--- src/itda_pkg.sv ---
// Shared types and constants for the decimal ASCII converter.
// Used by the controller, the datapath, the top level and the checker.
package itda_pkg;

  localparam int DEFAULT_VALUE_WIDTH = 32;
  localparam int VALUE_BITS          = 32;
  localparam int CHAR_BITS           = 8;
  localparam int BITS_PER_STEP       = 4;

  localparam logic [CHAR_BITS-1:0] CH_ZERO  = 8'h30;
  localparam logic [CHAR_BITS-1:0] CH_NINE  = 8'h39;
  localparam logic [CHAR_BITS-1:0] CH_MINUS = 8'h2D;

  typedef struct packed {
    logic load;
    logic step;
    logic find;
    logic dec;
    logic sign_sel;
  } itda_cmd_t;

  typedef struct packed {
    logic neg;
    logic last_digit;
  } itda_status_t;

endpackage

--- src/itda_datapath.sv ---
// Datapath: magnitude register, shift-and-add-3 BCD converter and digit selector.
// Depends on itda_pkg; driven by itda_ctrl through itda_cmd_t.
module itda_datapath import itda_pkg::*; #(
  parameter int VALUE_WIDTH = DEFAULT_VALUE_WIDTH
) (
  input  logic                  clk,
  input  logic [VALUE_BITS-1:0] value,
  input  logic                  is_signed,
  input  itda_cmd_t             cmd,
  output itda_status_t          status,
  output logic [CHAR_BITS-1:0]  character
);

  localparam int STEPS = (VALUE_WIDTH + BITS_PER_STEP - 1) / BITS_PER_STEP;
  localparam int PW    = STEPS * BITS_PER_STEP;
  localparam int ND    = (VALUE_WIDTH * 1233) / 4096 + 1;
  localparam int ND_W  = $clog2(ND);

  logic [PW-1:0]         mag;
  logic [ND-1:0][3:0]    bcd;
  logic                  neg;
  logic [ND_W-1:0]       idx;

  logic [VALUE_WIDTH-1:0] v;
  logic                   neg_in;
  logic [VALUE_WIDTH-1:0] mag_in;
  logic [ND-1:0][3:0]     b_next;
  logic [PW-1:0]          m_next;
  logic [ND_W-1:0]        top;

  always_comb begin
    v      = VALUE_WIDTH'(value);
    neg_in = is_signed & v[VALUE_WIDTH-1];
    mag_in = neg_in ? (~v + VALUE_WIDTH'(1)) : v;
  end

  always_comb begin
    b_next = bcd;
    m_next = mag;
    for (int s = 0; s < BITS_PER_STEP; s++) begin
      for (int d = 0; d < ND; d++) begin
        if (b_next[d] >= 4'd5) begin
          b_next[d] = b_next[d] + 4'd3;
        end
      end
      {b_next, m_next} = {b_next, m_next} << 1;
    end
  end

  always_comb begin
    top = '0;
    for (int d = 0; d < ND; d++) begin
      if (bcd[d] != 4'd0) begin
        top = ND_W'(d);
      end
    end
  end

  always_ff @(posedge clk) begin
    if (cmd.load) begin
      mag <= PW'(mag_in);
      bcd <= '0;
      neg <= neg_in;
    end else if (cmd.step) begin
      mag <= m_next;
      bcd <= b_next;
    end
    if (cmd.find) begin
      idx <= top;
    end else if (cmd.dec) begin
      idx <= idx - ND_W'(1);
    end
  end

  assign status.neg        = neg;
  assign status.last_digit = (idx == '0);
  assign character = cmd.sign_sel ? CH_MINUS : (CH_ZERO + {4'd0, bcd[idx]});

endmodule

--- src/itda_ctrl.sv ---
// Controller: sequences load, conversion steps, leading-digit search and output beats.
// Depends on itda_pkg; commands itda_datapath.
module itda_ctrl import itda_pkg::*; #(
  parameter int VALUE_WIDTH = DEFAULT_VALUE_WIDTH
) (
  input  logic         clk,
  input  logic         rst,
  input  logic         in_valid,
  output logic         in_ready,
  output logic         out_valid,
  input  logic         out_ready,
  input  itda_status_t status,
  output itda_cmd_t    cmd
);

  localparam int STEPS  = (VALUE_WIDTH + BITS_PER_STEP - 1) / BITS_PER_STEP;
  localparam int STEP_W = (STEPS > 1) ? $clog2(STEPS) : 1;

  typedef enum logic [2:0] {
    S_IDLE,
    S_CONV,
    S_FIND,
    S_SIGN,
    S_DIGIT
  } state_t;

  state_t            state;
  logic [STEP_W-1:0] cnt;

  assign in_ready     = (state == S_IDLE);
  assign out_valid    = (state == S_SIGN) || (state == S_DIGIT);
  assign cmd.load     = (state == S_IDLE) && in_valid;
  assign cmd.step     = (state == S_CONV);
  assign cmd.find     = (state == S_FIND);
  assign cmd.dec      = (state == S_DIGIT) && out_ready;
  assign cmd.sign_sel = (state == S_SIGN);

  always_ff @(posedge clk) begin
    if (rst) begin
      state <= S_IDLE;
      cnt   <= '0;
    end else begin
      case (state)
        S_IDLE: begin
          cnt <= '0;
          if (in_valid) begin
            state <= S_CONV;
          end
        end
        S_CONV: begin
          cnt <= cnt + STEP_W'(1);
          if (cnt == STEP_W'(STEPS - 1)) begin
            state <= S_FIND;
          end
        end
        S_FIND: begin
          state <= status.neg ? S_SIGN : S_DIGIT;
        end
        S_SIGN: begin
          if (out_ready) begin
            state <= S_DIGIT;
          end
        end
        S_DIGIT: begin
          if (out_ready && status.last_digit) begin
            state <= S_IDLE;
          end
        end
        default: begin
          state <= S_IDLE;
        end
      endcase
    end
  end

endmodule

--- src/integer_to_decimal_ascii_top.sv ---
// Top level of the binary to decimal ASCII converter.
// Depends on itda_pkg, itda_ctrl and itda_datapath.
//
// Usage: an input beat carries value and is_signed; the block answers with one
// output beat per character, most significant first: a minus sign for a
// negative signed value, then the digits without leading zeros. The final
// character of a number has last set; no terminator follows.
// Only the low VALUE_WIDTH bits of value are used.
// One number is handled at a time: in_ready is high only while idle.
// Conversion runs a shift-and-add-3 unit four bits per cycle; after the input
// beat it runs the conversion steps, then searches for the leading digit, and
// then offers the characters, which follow one per cycle while out_ready
// is high.
// When the receiver stalls, character and last hold until the beat is taken.
// Synchronous reset returns the block to idle and drops any number in progress.
module integer_to_decimal_ascii_top import itda_pkg::*; #(
  parameter int VALUE_WIDTH = DEFAULT_VALUE_WIDTH
) (
  input  logic                 clk,
  input  logic                 rst,
  input  logic                 in_valid,
  output logic                 in_ready,
  input  logic [VALUE_BITS-1:0] value,
  input  logic                 is_signed,
  output logic                 out_valid,
  input  logic                 out_ready,
  output logic [CHAR_BITS-1:0] character,
  output logic                 last
);

  itda_cmd_t    cmd;
  itda_status_t status;

  itda_ctrl #(
    .VALUE_WIDTH(VALUE_WIDTH)
  ) u_ctrl (
    .clk       (clk),
    .rst       (rst),
    .in_valid  (in_valid),
    .in_ready  (in_ready),
    .out_valid (out_valid),
    .out_ready (out_ready),
    .status    (status),
    .cmd       (cmd)
  );

  itda_datapath #(
    .VALUE_WIDTH(VALUE_WIDTH)
  ) u_datapath (
    .clk       (clk),
    .value     (value),
    .is_signed (is_signed),
    .cmd       (cmd),
    .status    (status),
    .character (character)
  );

  assign last = !cmd.sign_sel && status.last_digit;

endmodule

--- config.mk ---
export PLATFORM = sky130hd
export DESIGN_NAME = integer_to_decimal_ascii_top
export DESIGN_NICKNAME = d
export VERILOG_FILES = /design/src/itda_pkg.sv /design/src/itda_datapath.sv /design/src/itda_ctrl.sv /design/src/integer_to_decimal_ascii_top.sv
export SDC_FILE = /design/constraint.sdc
export NUM_CORES = 1
export LEC_CHECK = 0
export ABC_AREA = 1
export BUFFER_PORTS_ARGS = -buffer_cell sky130_fd_sc_hd__clkbuf_2
export CORE_ASPECT_RATIO = 0.9
export CORE_MARGIN = 1.5
export CORE_UTILIZATION = 64
export CTS_BUF_LIST = sky130_fd_sc_hd__clkbuf_2 sky130_fd_sc_hd__clkbuf_4 sky130_fd_sc_hd__clkbuf_8
export DETAILED_ROUTE_END_ITERATION = 12
export PLACE_DENSITY_LB_ADDON = 0.1
export REMOVE_ABC_BUFFERS = 1
export SYNTH_ARGS = -nofsm -noshare
export SYNTH_HDL_FRONTEND = slang
export SYNTH_SLANG_ARGS = --single-unit
export TNS_END_PERCENT = 10
--- constraint.sdc ---
create_clock -name clk -period 3.7 [get_ports clk]
set_input_delay 0.555 -clock clk [delete_from_list [all_inputs] [get_ports clk]]
set_output_delay 0.555 -clock clk [all_outputs]
set_load 0.01 [all_outputs]
=== After elaboration in Yosys (flattened, before gate mapping) ===
Index checks and enable logic that the tools add are counted.

* Magnitude comparators: 41
* Reductions and logical operators: 21
* Equality and inequality tests: 9
* Add/subtract/negate cells: 44
* Bitwise logic cells: 2
* Mux-type cells: 64

{| class="wikitable"
|+ Operator list
! cell !! count
|-
| two-way mux 4 bit || 41
|-
| greater-or-equal comparator 4 x 3 -> 1 bit (second input constant) || 40
|-
| adder 4 x 2 -> 4 bit (second input constant) || 36
|-
| two-way mux 32 bit || 3
|-
| two-way mux 3 bit || 13
|-
| nonzero test 4 bit || 9
|-
| adder 32 x 1 -> 32 bit (second input constant) || 1
|-
| NOT 32 bit || 1
|-
| binary-select mux 4 bit (select 4 bit) || 1
|-
| one-hot mux 3 bit (5 select lines) || 1
|-
| adder 3 x 2 -> 3 bit (second input constant) || 4
|-
| two-way mux 8 bit || 1
|-
| adder 6 x 4 -> 7 bit (first input constant) || 1
|-
| == test 3 x 2 -> 1 bit (second input constant) || 2
|-
| == test 3 bit (second input constant) || 2
|-
| inequality test 2 bit (second input constant) || 3
|-
| one-hot mux 3 bit (2 select lines) || 1
|-
| nonzero test 2 bit || 3
|-
| less-than comparator 4 x 5 -> 1 bit (second input constant) || 1
|-
| logical AND 1 bit || 4
|-
| zero test 4 bit || 1
|-
| two-way mux 2 bit || 2
|-
| AND reduction 4 bit || 1
|-
| subtractor 4 x 1 -> 4 bit (second input constant) || 1
|-
| 8 further kinds || 8
|}

* Output and inout port bits: 11
* Word-level logic and storage cells: 196
* Register bits: 83
* Input port bits: 37

=== Depth between registers and ports, before layout ===
Gate-level depths: netlist of run 1.

* Depth after elaboration: 11
* Gate-level depth with buffers: 29
* Depth with buffers taken out: 29

=== Hierarchy ===
Synthesis of run 1 repeated with hierarchy kept, for this count alone.

* Cells, all modules: 1330
* Area, all modules: 8267.9 um^2

{| class="wikitable"
|+ Modules (own cells, without submodules)
! module !! area each (um^2) !! instances !! cells each
|-
| itda_datapath || 7842.5 || 1 || 1266
|-
| itda_ctrl || 415.4 || 1 || 62
|-
| integer_to_decimal_ascii_top || 10.0 || 1 || 2
|}

=== Worst setup path before layout of run 1 ===
No wires, ideal clock.

* Path type: flip-flop to flip-flop
* From: register u_datapath.bcd[32] (netlist name)
* To: register u_datapath.bcd[37] (netlist name)
* Path slack: 0.692 ns
* Data arrival time: 2.899 ns
* Buffers on the path: 0
* Cell stages (with the launch flop): 29
* Data required time: 3.591 ns
* Setup time: 0.109 ns
* Path through: dfxtp_1 inv_1 ha_1 inv_1 nand2_1 nand3_1 nand3_1 inv_1 ha_1 nand3b_1 nand2_1 nand2_1 nand2_1 nand2_1 inv_1 ha_1 inv_1 nand4_1 nand2_1 nand2_1 xor2_1 ha_1 nand2_1 nand2_1 nand2_1 nand2_1 nand3_1 nand2_1 inv_1

* Longest elaborated chain between the ends: 8
* Elaborated cells between the ends (all ways): 18

{| class="wikitable"
|+ RTL lines
! what !! RTL line !! RTL
|-
| start, declared || itda_datapath.sv:20 || <nowiki>logic [ND-1:0][3:0] bcd;</nowiki>
|-
| start signal, assigned || itda_datapath.sv:66 || <nowiki>bcd <= b_next;</nowiki>
|-
| adder 4 x 2 -> 4 bit or greater-or-equal comparator 4 x 3 -> 1 bit (tied branches) || itda_datapath.sv:43, itda_datapath.sv:42 ||
|-
| two-way mux 4 bit * || itda_datapath.sv:42 || <nowiki>if (b_next[d] >= 4'd5) begin</nowiki>
|-
| adder 4 x 2 -> 4 bit, or another cell as far along || itda_datapath.sv:43 || <nowiki>b_next[d] = b_next[d] + 4'd3;</nowiki>
|-
| two-way mux 4 bit or two-way mux 3 bit (tied branches) || itda_datapath.sv:42 ||
|-
| adder 4 x 2 -> 4 bit, or another cell as far along || itda_datapath.sv:43 ||
|-
| two-way mux 4 bit or two-way mux 3 bit (tied branches) || itda_datapath.sv:42 ||
|-
| greater-or-equal comparator 4 x 3 -> 1 bit or adder 3 x 2 -> 3 bit (tied branches) || itda_datapath.sv:42, itda_datapath.sv:43 ||
|-
| two-way mux 3 bit * || itda_datapath.sv:42 ||
|}

Mark *: on every way between the ends. The rest lies on a longest branch, timed or not.
A chain may end at the register's enable or synchronous reset.

=== Worst setup path in the final report of run 1 ===
Ends and elaborated chain as after synthesis.

==> run summary, run 1 <==
status -> finished clean
htree depth -> 3
hold_sp -> rst
GPL Wtd Cong -> 0.850
kind of critical path -> reg -> reg
Post-Route WL -> 19.1 mm
TritonCTS clock tree -> built
min-delay worst type -> in -> reg
fmax -> 306 MHz
CP startpoint kind -> flip-flop
reg2reg path depth -> 28
Crit Path Max Fanout -> 5
register area -> 0.00203 sq mm
drt wl/cell -> 12.4 um
asr flop ratio synth -> 0
die height -> 112 um
maximum clock insertion buffer count -> 2
relative slew slack -> 0.218
CP startpoint -> u_datapath.bcd[32]
CTS Buf Count -> 9
Post-synth EDFFs -> 37
Core Area -> 0.0128 sq mm
routed vias -> 8395
starting density of the core -> 0.664
Worst Setup End Kind -> flip-flop
clk_lat worst skew -> 0.37 ns
clock sinks -> 83
max-slew violation count -> 0
Congestion Overflow GR -> 0
Max Cap Viol -> 0
Mean Syn Cell Area -> 6.38 sq um
fin crit period -> 3.27 ns
CTS Hold Buffers Added -> 0
antenna violations before repair -> 0
Final ANT Viol Nets -> 0
synthesis-stage register bit count -> 83
vias in the first global route -> 7666
Largest stage delay, worst path -> 0.39 ns
die area -> 0.0140 sq mm
endpoints failing hold -> 0
post-synthesis instance total -> 1336
DRC errors left -> 0
hold depth -> 2
cell row count -> 39
number of fill cells -> 1123
crit share post-route -> 0.883
area of the multi-input gates -> 0.00566 sq mm
Netlist cell types -> 45
port bufs -> 44
number of instances in the placed design -> 1528
RSZ-0062 raised after global routing -> false
Slowest cell on crit path -> dfxtp_1
CTS Root Cell -> clkbuf_8
Worst Path Arrival -> 3.54 ns
pin count of the biggest net entering global routing -> 76
DRT Pass-1 Iters -> 5
Synth Flop Type -> dfxtp_1
vias per cell -> 5.44
Setup-failing EPs final -> 0
Total GRT Usage -> 0.280
1st-iter DRT viols -> 499
ANT cells -> 0
Clock transition at path regs -> 0.10 ns
synthesized area -> 0.00852 sq mm
I/O pins -> 48
ratio of cells with drive above 1 in the final layout -> 0.177
fin nets -> 1457
register area share after synthesis -> 0.238
Least-Margin Pin Slew -> 1.17 ns
setup bufs post-CTS -> 0
Post-CTS Resized -> 0
clock skew -> 0.0118 ns
CP dominant cell by count -> nand2_1
dpl hpwl -> 14.8 mm
critical path required time -> 3.97 ns
Chip Width -> 125 um
Non-Filler Instances -> 1544
first-pass GRT wire length -> 33.2 mm
area delta synth->final -> 7.25%
reg2reg start -> u_datapath.bcd[32]
Ys Warns -> 0
cell type report:
cell class / count / area share
clock inverters: 6 / 0.00835
inverters: 200 / 0.0821
clock buffers: 10 / 0.0151
flip-flops and latches: 83 / 0.222
well taps: 164 / 0.0225
multi-input cells: 1029 / 0.619
repair buffers: 52 / 0.0307
state kept, by name, indices dropped and copies added, names as in the netlist:
register and count:
u_datapath.bcd 40, u_datapath.mag 32, u_datapath.idx 4, u_ctrl.cnt 3
u_ctrl.state 3, u_datapath.neg 1
cell usage in the layout, fill, tap and decap left out, types with 4 or more instances in the layout:
cell type,count
xnor2_1,8
nor3_1,7
inv_2,20
buf_4,8
o21ai_2,18
inv_1,173
o21ai_0,73
nor4_1,6
nor2_1,67
a31oi_1,7
o21ai_1,16
clkinv_1,7
edfxtp_1,37
or2_2,5
nand4_1,27
nand2_2,66
a21oi_1,45
clkbuf_2,44
clkbuf_8,10
o22ai_1,7
nand2_1,403
a21o_1,7
ha_1,45
xor2_1,19
nand3_2,37
nand2_4,15
nand3b_1,4
nand3_1,113
dfxtp_1,46
per-stage QoR:
step / TNS, ns / util / cell area (sq um) / hold slack, ns / worst slack (ns)
2_1_floorplan: -9.66 / - / 8420 / 0.422 / -0.239
3_3_place_gp: 0 / 0.694 / 8910 / 0.431 / 0.485
3_5_place_dp: 0 / 0.694 / 8910 / 0.435 / 0.283
4_1_cts: 0 / 0.711 / 9120 / 0.425 / 0.257
5_1_grt: 0 / 0.712 / 9140 / 0.447 / 0.0206
6_report: 0 / 0.712 / 9140 / 0.440 / 0.432
critical path, delay by kind of cell, from the launching register on:
kind                     cells  cell delay (ns)
flip-flops                   1             0.39
XOR/XNOR                     1             0.20
AND/OR/NAND/NOR             17             1.48
adder cells (fa/ha/maj)      4             0.74
buffers and inverters        6             0.37
Yosys cell counts, types with 3 or more instances:
| library cell | count | area share |
|---|---|---|
| o21ai_1 | 16 | 0.0094 |
| clkbuf_1 | 17 | 0.0075 |
| nor3_2 | 3 | 0.0035 |
| o21ai_0 | 73 | 0.043 |
| nor2_2 | 3 | 0.0022 |
| nor4_1 | 6 | 0.0044 |
| o21ai_2 | 18 | 0.019 |
| nand3_2 | 36 | 0.042 |
| nor2_1 | 68 | 0.030 |
| inv_1 | 176 | 0.078 |
| buf_4 | 3 | 0.0026 |
| inv_2 | 18 | 0.0079 |
| xnor2_1 | 8 | 0.0082 |
| nor3_1 | 7 | 0.0041 |
| a21oi_1 | 45 | 0.026 |
| nand3_4 | 3 | 0.0062 |
| nand2_1 | 404 | 0.18 |
| o2111ai_1 | 3 | 0.0031 |
| nand4_1 | 27 | 0.020 |
| or2_2 | 5 | 0.0037 |
| and2_4 | 3 | 0.0031 |
| nand2_2 | 65 | 0.048 |
| edfxtp_1 | 37 | 0.13 |
| buf_1 | 3 | 0.0013 |
| nand3_1 | 114 | 0.067 |
| a31oi_1 | 7 | 0.0051 |
| xor2_1 | 20 | 0.021 |
| nand3b_1 | 4 | 0.0035 |
| nand2_4 | 15 | 0.020 |
| a21o_1 | 7 | 0.0062 |
| o22ai_1 | 7 | 0.0051 |
| dfxtp_1 | 46 | 0.11 |
| clkinv_1 | 6 | 0.0026 |
| ha_1 | 45 | 0.066 |
layer usage:
metal  GRT usage  wire [um]  part of all wire  vias to the layer above
met5           0          0                 0                        -
met4      0.0582        206             0.011                        0
met3      0.0405        963             0.050                       18
met2       0.484       8760              0.46                      191
met1       0.374       9170              0.48                     3774
li1            -          -                 -                     4412
logic make-up after synthesis:
group,Yosys count,share of synthesized area
flops,83,0.238
simple gates,767,0.438
other cells,2,0.000881
compound gates,185,0.125
fa+ha+maj,45,0.0661
buf+inv,225,0.101
xor+xnor,29,0.0307
final timing paths:
check,to,slack (ns)
min,u_ctrl.cnt[1],0.44
min reg2reg,u_datapath.bcd[0],0.46
max reg2reg,u_datapath.bcd[37],0.43
max,u_datapath.bcd[37],0.43
Power of run 1 is left out: the tool's default activity adds up to more than one toggle a clock period on the data nets, which glitch-free logic cannot reach.
==> run 2, diff against run 1 <==
--- a/config.mk
+++ b/config.mk
@@ -5,7 +5,6 @@
 export SDC_FILE = /design/constraint.sdc
 export NUM_CORES = 1
 export LEC_CHECK = 0
-export ABC_AREA = 1
 export BUFFER_PORTS_ARGS = -buffer_cell sky130_fd_sc_hd__clkbuf_2
 export CORE_ASPECT_RATIO = 0.9
 export CORE_MARGIN = 1.5
==> run 2 against run 1 <==
First-iteration DRC count grew 24%; critical path depth shrank 10; synthesized area grew 8.3%; routed wire length grew 20%; fmax shrank 9.1%; register-to-register slack lost 0.33 ns; global-route usage grew 1.6 points; via count grew 9.0%; flip-flop and latch count is the same; clock-buffer cell count shrank 1; synthesized cell count shrank 10%; die area grew 8.1%.
==> run summary, run 2 <==
status -> finished clean
ratio of cells with drive above 1 in the final layout -> 0.201 (+0.0243)
DRC errors left -> 0 (unchanged)
top flop regs -> u_datapath.bcd x40, u_datapath.mag x32, u_datapath.idx x4
register area share after synthesis -> 0.220 (-0.0184)
Non-Filler Instances -> 1461 (-5.4%)
endpoints failing hold -> 0 (unchanged)
Max Cap Viol -> 0 (unchanged)
synthesized area -> 0.00923 sq mm (+8.3%)
starting density of the core -> 0.657 (-0.00718)
Ys Warns -> 0 (unchanged)
Total GRT Usage -> 0.296 (+0.0161)
Core Area -> 0.0141 sq mm (+9.5%)
largest cells by area after synthesis -> edfxtp_1 12%, dfxtp_1 10%, ha_1 6.1%, nand2_1 5.6%, o21ai_0 5.4%
vias per cell -> 6.26 (+15%)
post-synth top area share -> 0.120 (-0.0576)
setup ws final -> 0.104 ns (-0.328 ns)
fmax -> 278 MHz (-9.1%)
vias in the first global route -> 7985 (+4.2%)
Largest Register -> u_datapath.bcd
dpl hpwl -> 16.9 mm (+14%)
Worst Path Arrival -> 3.88 ns (+0.34 ns)
top post-synthesis cells by count -> 138 x nand2_1, 100 x o21ai_0, 87 x a21oi_1
Netlist cell types -> 102 (+130%)
fin crit period -> 3.60 ns (+0.328 ns)
kind of critical path -> reg -> reg
crit share post-route -> 0.972 (+0.0887)
Post-synth EDFFs -> 37 (unchanged)
first-pass GRT wire length -> 36.6 mm (+10%)
Synth Flop Type -> dfxtp_1
GPL Wtd Cong -> 0.859 (+1.0%)
Crit Path Max Fanout -> 4 (-1)
max-slew violation count -> 0 (unchanged)
I/O pins -> 48 (unchanged)
CTS Buf Count -> 9 (unchanged)
leading area contributor after synthesis -> edfxtp_1
port bufs -> 44 (unchanged)
post-synthesis instance total -> 1203 (-10%)
Mean Syn Cell Area -> 7.67 sq um (+20%)
asr flop ratio synth -> 0 (unchanged)
number of instances in the placed design -> 1442 (-5.6%)
commonest non-fill, non-tap cells in the layout -> 136 x nand2_1, 98 x o21ai_0, 85 x a21oi_1
critical path required time -> 3.98 ns (about the same)
cell with the most instances after synthesis -> nand2_1
die height -> 117 um (+4.0%)
relative slew slack -> 0.339 (+0.121)
most common cell after layout, fill and taps aside -> nand2_1
cell row count -> 41 (+5.1%)
clk_lat worst skew -> 0.38 ns (about the same)
htree depth -> 3 (unchanged)
Least-Margin Pin Slew -> 0.989 ns (-0.182 ns)
area delta synth->final -> 11.8%
routed vias -> 9151 (+9.0%)
clock sinks -> 83 (unchanged)
number of fill cells -> 1199 (+6.8%)
drt wl/cell -> 15.7 um (+27%)
fin util -> 0.734 (+0.0218)
RSZ-0062 raised after global routing -> true
Congestion Overflow GR -> 0 (unchanged)
Setup-failing EPs final -> 0 (unchanged)
Clock transition at path regs -> 0.09 ns (about the same)
min-delay worst type -> in -> reg
Chip Width -> 130 um (+4.0%)
Setup TNS -> 0 ns (unchanged)
pin count of the biggest net entering global routing -> 64 (-16%)
antenna violations before repair -> 0 (unchanged)
die area -> 0.0152 sq mm (+8.1%)
DRT Pass-1 Iters -> 5 (unchanged)
CP startpoint kind -> flip-flop
synthesis-stage register bit count -> 83 (unchanged)
CTS Root Cell -> clkbuf_8
1st-iter DRT viols -> 621 (+24%)
pre-CTS setup slack -> -0.0646 ns (-0.347 ns)
clock skew -> 0.0146 ns (+0.00274 ns)
Largest register FFs -> 40 (unchanged)
Post-Route WL -> 23.0 mm (+20%)
Worst Setup End Kind -> flip-flop
CTS Hold Buffers Added -> 0 (unchanged)
TritonCTS clock tree -> built
Final ANT Viol Nets -> 0 (unchanged)
maximum clock insertion buffer count -> 2 (unchanged)
fin nets -> 1345 (-7.7%)
ANT cells -> 0 (unchanged)
==> run 2: what timing repair did <==
item                       CTS  global route
gates resized for setup      3            60
setup endpoints to repair    3            30
gates cloned                 0             0
pin swaps                    0            12
setup buffers                0             3
==> run 2: kinds of logic (layout without fill, tap and decap cells) <==
kind of cell / count (synthesis) / count (layout) / share of synthesized area
multiplexers: 52 / 52 / 0.0717
buffers and inverters: 118 / 182 / 0.0518
flip-flops: 83 / 83 / 0.220
AND/OR/NAND/NOR: 437 / 437 / 0.236
adder cells (fa/ha/maj): 45 / 45 / 0.0610
other: 2 / 3 / 0.000814
XOR/XNOR: 40 / 40 / 0.0396
AO/OA/AOI/OAI: 426 / 426 / 0.319
==> run 2: path summary, 6_finish.rpt <==
| path | from | cells after the start | to | slack (ns) |
|---|---|---|---|---|
| worst max-delay path | u_datapath.bcd[36] | 18 | u_datapath.bcd[38] | 0.10 |
| worst min-delay path | rst | 2 | u_ctrl.cnt[1] | 0.42 |
| worst max register to register | u_datapath.bcd[36] | 18 | u_datapath.bcd[38] | 0.10 |
| worst min register to register | u_datapath.mag[28] | 2 | u_datapath.bcd[0] | 0.48 |
==> run 2: worst max-delay path, stage by stage (launching register included) <==
cell	delay (ns)
dfxtp_1	0.36
inv_2	0.10
ha_2	0.19
nor3b_4	0.20
nor3_1	0.09
or2_2	0.33
ha_1	0.21
o21bai_1	0.17
a211oi_2	0.24
nor2_1	0.08
inv_1	0.06
ha_1	0.17
o21bai_1	0.09
a31o_2	0.27
ha_1	0.23
nand2b_1	0.10
a21oi_2	0.08
or2_2	0.29
a32o_1	0.24
==> run 2: layout make-up <==
cell class,instances,area [sq um],area share
clock buffers,9,124,0.0120
clock inverters,7,45.0,0.00437
inverters,60,226,0.0220
multi-input cells,1003,6940,0.673
flip-flops and latches,83,2050,0.199
well taps,193,241,0.0234
repair buffers,106,686,0.0665
==> run 2: routing by layer <==
layer | GRT usage | vias to the layer above | routed length, um
li1 | - | 4608 | -
met1 | 0.411 | 4288 | 10900
met2 | 0.497 | 243 | 10700
met3 | 0.0382 | 12 | 1200
met4 | 0.0652 | 0 | 172
met5 | 0 | - | 0
==> run 2: metrics by stage <==
stage	hold slack, ns	instance area (sq um)
floorplan	0.418	8980
global placement	0.422	9890
detailed placement	0.463	9890
CTS	0.407	10100
global route	0.419	10300
finish	0.425	10300
Power of run 2 is left out for the same reason.
==> run 3, diff against run 2 <==
--- a/config.mk
+++ b/config.mk
@@ -11,6 +11,7 @@
 export CORE_UTILIZATION = 64
 export CTS_BUF_LIST = sky130_fd_sc_hd__clkbuf_2 sky130_fd_sc_hd__clkbuf_4 sky130_fd_sc_hd__clkbuf_8
 export DETAILED_ROUTE_END_ITERATION = 12
+export GPL_TIMING_DRIVEN = 0
 export PLACE_DENSITY_LB_ADDON = 0.1
 export REMOVE_ABC_BUFFERS = 1
 export SYNTH_ARGS = -nofsm -noshare
==> run 3 against run 2 <==
Via count is the same; non-clock buffer count fell by 43; die area did not move; design area down 0.21%; sequential share of layout area grew 0.26 points; global-route usage fell by 0.50 points; routed wire length increased by 1.2%; clock-buffer cell count rose by 2; final cell count down 2.9%; utilization fell by 0.15 points; critical endpoint is now u_datapath.bcd[36]; largest cell class unchanged.
==> run summary, run 3 (synthesis gave the netlist of run 2 again) <==
ANT cells -> 0 (unchanged)
CTS Buf Count -> 9 (unchanged)
max-slew violation count -> 0 (unchanged)
clock sinks -> 83 (unchanged)
Largest register FFs -> 40 (unchanged)
fmax -> 277 MHz (-0.25%)
area delta synth->final -> 11.5%
1st-iter DRT viols -> 691 (+11%)
crit share post-route -> 0.974 (+0.00247)
Worst Setup End Kind -> flip-flop
htree depth -> 3 (unchanged)
Crit Path Max Fanout -> 5 (+1)
Congestion Overflow GR -> 0 (unchanged)
Setup TNS -> 0 ns (unchanged)
Largest stage delay, worst path -> 0.38 ns (+0.02 ns)
min-delay worst type -> in -> reg
number of fill cells -> 1171 (-2.3%)
pin count of the biggest net entering global routing -> 63 (-1.6%)
Max Cap Viol -> 0 (unchanged)
fin util -> 0.732 (-0.00151)
Post-Route WL -> 23.3 mm (+1.2%)
relative slew slack -> 0.0558 (-0.284)
CP startpoint kind -> flip-flop
Final ANT Viol Nets -> 0 (unchanged)
DRT Pass-1 Iters -> 6 (+1)
starting density of the core -> 0.657 (unchanged)
critical path required time -> 3.99 ns (about the same)
Core Area -> 0.0141 sq mm (unchanged)
RSZ-0062 raised after global routing -> true
Least-Margin Pin Slew -> 1.42 ns (+0.427 ns)
top flop regs -> u_datapath.bcd x40, u_datapath.mag x32, u_datapath.idx x4
die area -> 0.0152 sq mm (unchanged)
worst-path cell chain -> inv_2 -> ha_1 -> and2b_1 -> o21ai_2 -> or2_2 -> ha_4 -> o21bai_2 -> a211oi_2 -> nor2_1 -> inv_1 -> ha_4 -> nor4b_4 -> a211oi_2 -> o32a_2 -> or3b_1 -> mux2_2 -> o211ai_1
antenna violations before repair -> 0 (unchanged)
fin crit period -> 3.61 ns (+0.00915 ns)
CP startpoint -> u_datapath.bcd[33]
Setup-failing EPs final -> 0 (unchanged)
vias in the first global route -> 7721 (-3.3%)
setup ws final -> 0.0946 ns (-0.00915 ns)
ratio of cells with drive above 1 in the final layout -> 0.205 (+0.00379)
Largest Register -> u_datapath.bcd
vias per cell -> 6.45 (+3.0%)
Worst Path Arrival -> 3.90 ns (+0.02 ns)
endpoints failing hold -> 0 (unchanged)
commonest non-fill, non-tap cells in the layout -> 136 x nand2_1, 94 x o21ai_0, 81 x a21oi_1
Total GRT Usage -> 0.291 (-0.00500)
first-pass GRT wire length -> 36.1 mm (-1.4%)
CTS Root Cell -> clkbuf_8
maximum clock insertion buffer count -> 2 (unchanged)
Slowest cell on crit path -> dfxtp_2
fin nets -> 1302 (-3.2%)
drt wl/cell -> 16.4 um (+4.3%)
hold_sp -> rst
TritonCTS clock tree -> built
Clock transition at path regs -> 0.09 ns (about the same)
reg2reg start -> u_datapath.bcd[33]
dpl hpwl -> 16.3 mm (-3.8%)
status -> finished clean
most common cell after layout, fill and taps aside -> nand2_1
GPL Wtd Cong -> 0.867 (+0.87%)
pre-CTS setup slack -> -0.305 ns (-0.240 ns)
clock skew -> 0.0106 ns (-0.00397 ns)
cell row count -> 41 (unchanged)
Top Family by Delay on Critical Path -> simple AND/OR/NAND/NOR gates
Chip Width -> 130 um (unchanged)
Worst Path Buf+Inv -> 2 (unchanged)
port bufs -> 44 (unchanged)
DRC errors left -> 0 (unchanged)
kind of critical path -> reg -> reg
die height -> 117 um (unchanged)
routed vias -> 9151 (unchanged)
I/O pins -> 48 (unchanged)
clk_lat worst skew -> 0.37 ns (about the same)
[run 3: layer usage]
| metal | track usage | vias up | share of wire |
|---|---|---|---|
| met5 | 0 | - | 0 |
| met2 | 0.475 | 280 | 0.47 |
| met1 | 0.415 | 4303 | 0.46 |
| met3 | 0.0364 | 35 | 0.054 |
| li1 | - | 4533 | - |
| met4 | 0.0652 | 0 | 0.013 |
[run 3: area by class of cell]
type | instances | area, sq um | area share
Clock inverter | 5 | 78.8 | 0.00766
Tap cell | 193 | 241 | 0.0235
Multi-Input combinational cell | 1003 | 7130 | 0.692
Clock buffer | 11 | 139 | 0.0135
Inverter | 60 | 229 | 0.0222
Sequential cell | 83 | 2070 | 0.201
Timing Repair Buffer | 63 | 408 | 0.0396
[run 3: metrics by stage]
step           hold slack, ns  cells  area [sq um]
2_1_floorplan           0.418   1146          8980
3_3_place_gp            0.430   1383          9450
3_5_place_dp            0.443   1386          9520
4_1_cts                 0.420   1402          9840
5_1_grt                 0.432   1418         10300
6_report                0.437   1418         10300
[run 3: worst register-to-register path: stages, from the launching register on]
cell and delay (ns):
dfxtp_2 0.38, inv_2 0.07, ha_1 0.19, and2b_1 0.26, o21ai_2 0.11, or2_2 0.34, ha_4 0.18, o21bai_2 0.20
a211oi_2 0.22, nor2_1 0.10, inv_1 0.12, ha_4 0.19, nor4b_4 0.05, a211oi_2 0.19, o32a_2 0.23, or3b_1 0.35
mux2_2 0.28, o211ai_1 0.09
[run 3: timing repair]
action	4_1_cts	5_1_grt
endpoints found under the setup margin	26	34
setup buffers	0	16
resized for setup	30	88
pin swaps	2	17
hold buffers	0	0
cloned	0	0
[run 3: path summary, 6_finish.rpt]
| path | slack, ns | cells past startpoint | to |
|---|---|---|---|
| min reg2reg | 0.48 | 2 | u_datapath.bcd[0] |
| max | 0.09 | 17 | u_datapath.bcd[36] |
| min | 0.44 | 2 | u_ctrl.cnt[0] |
| max reg2reg | 0.09 | 17 | u_datapath.bcd[36] |
Power of run 3 is left out for the same reason.
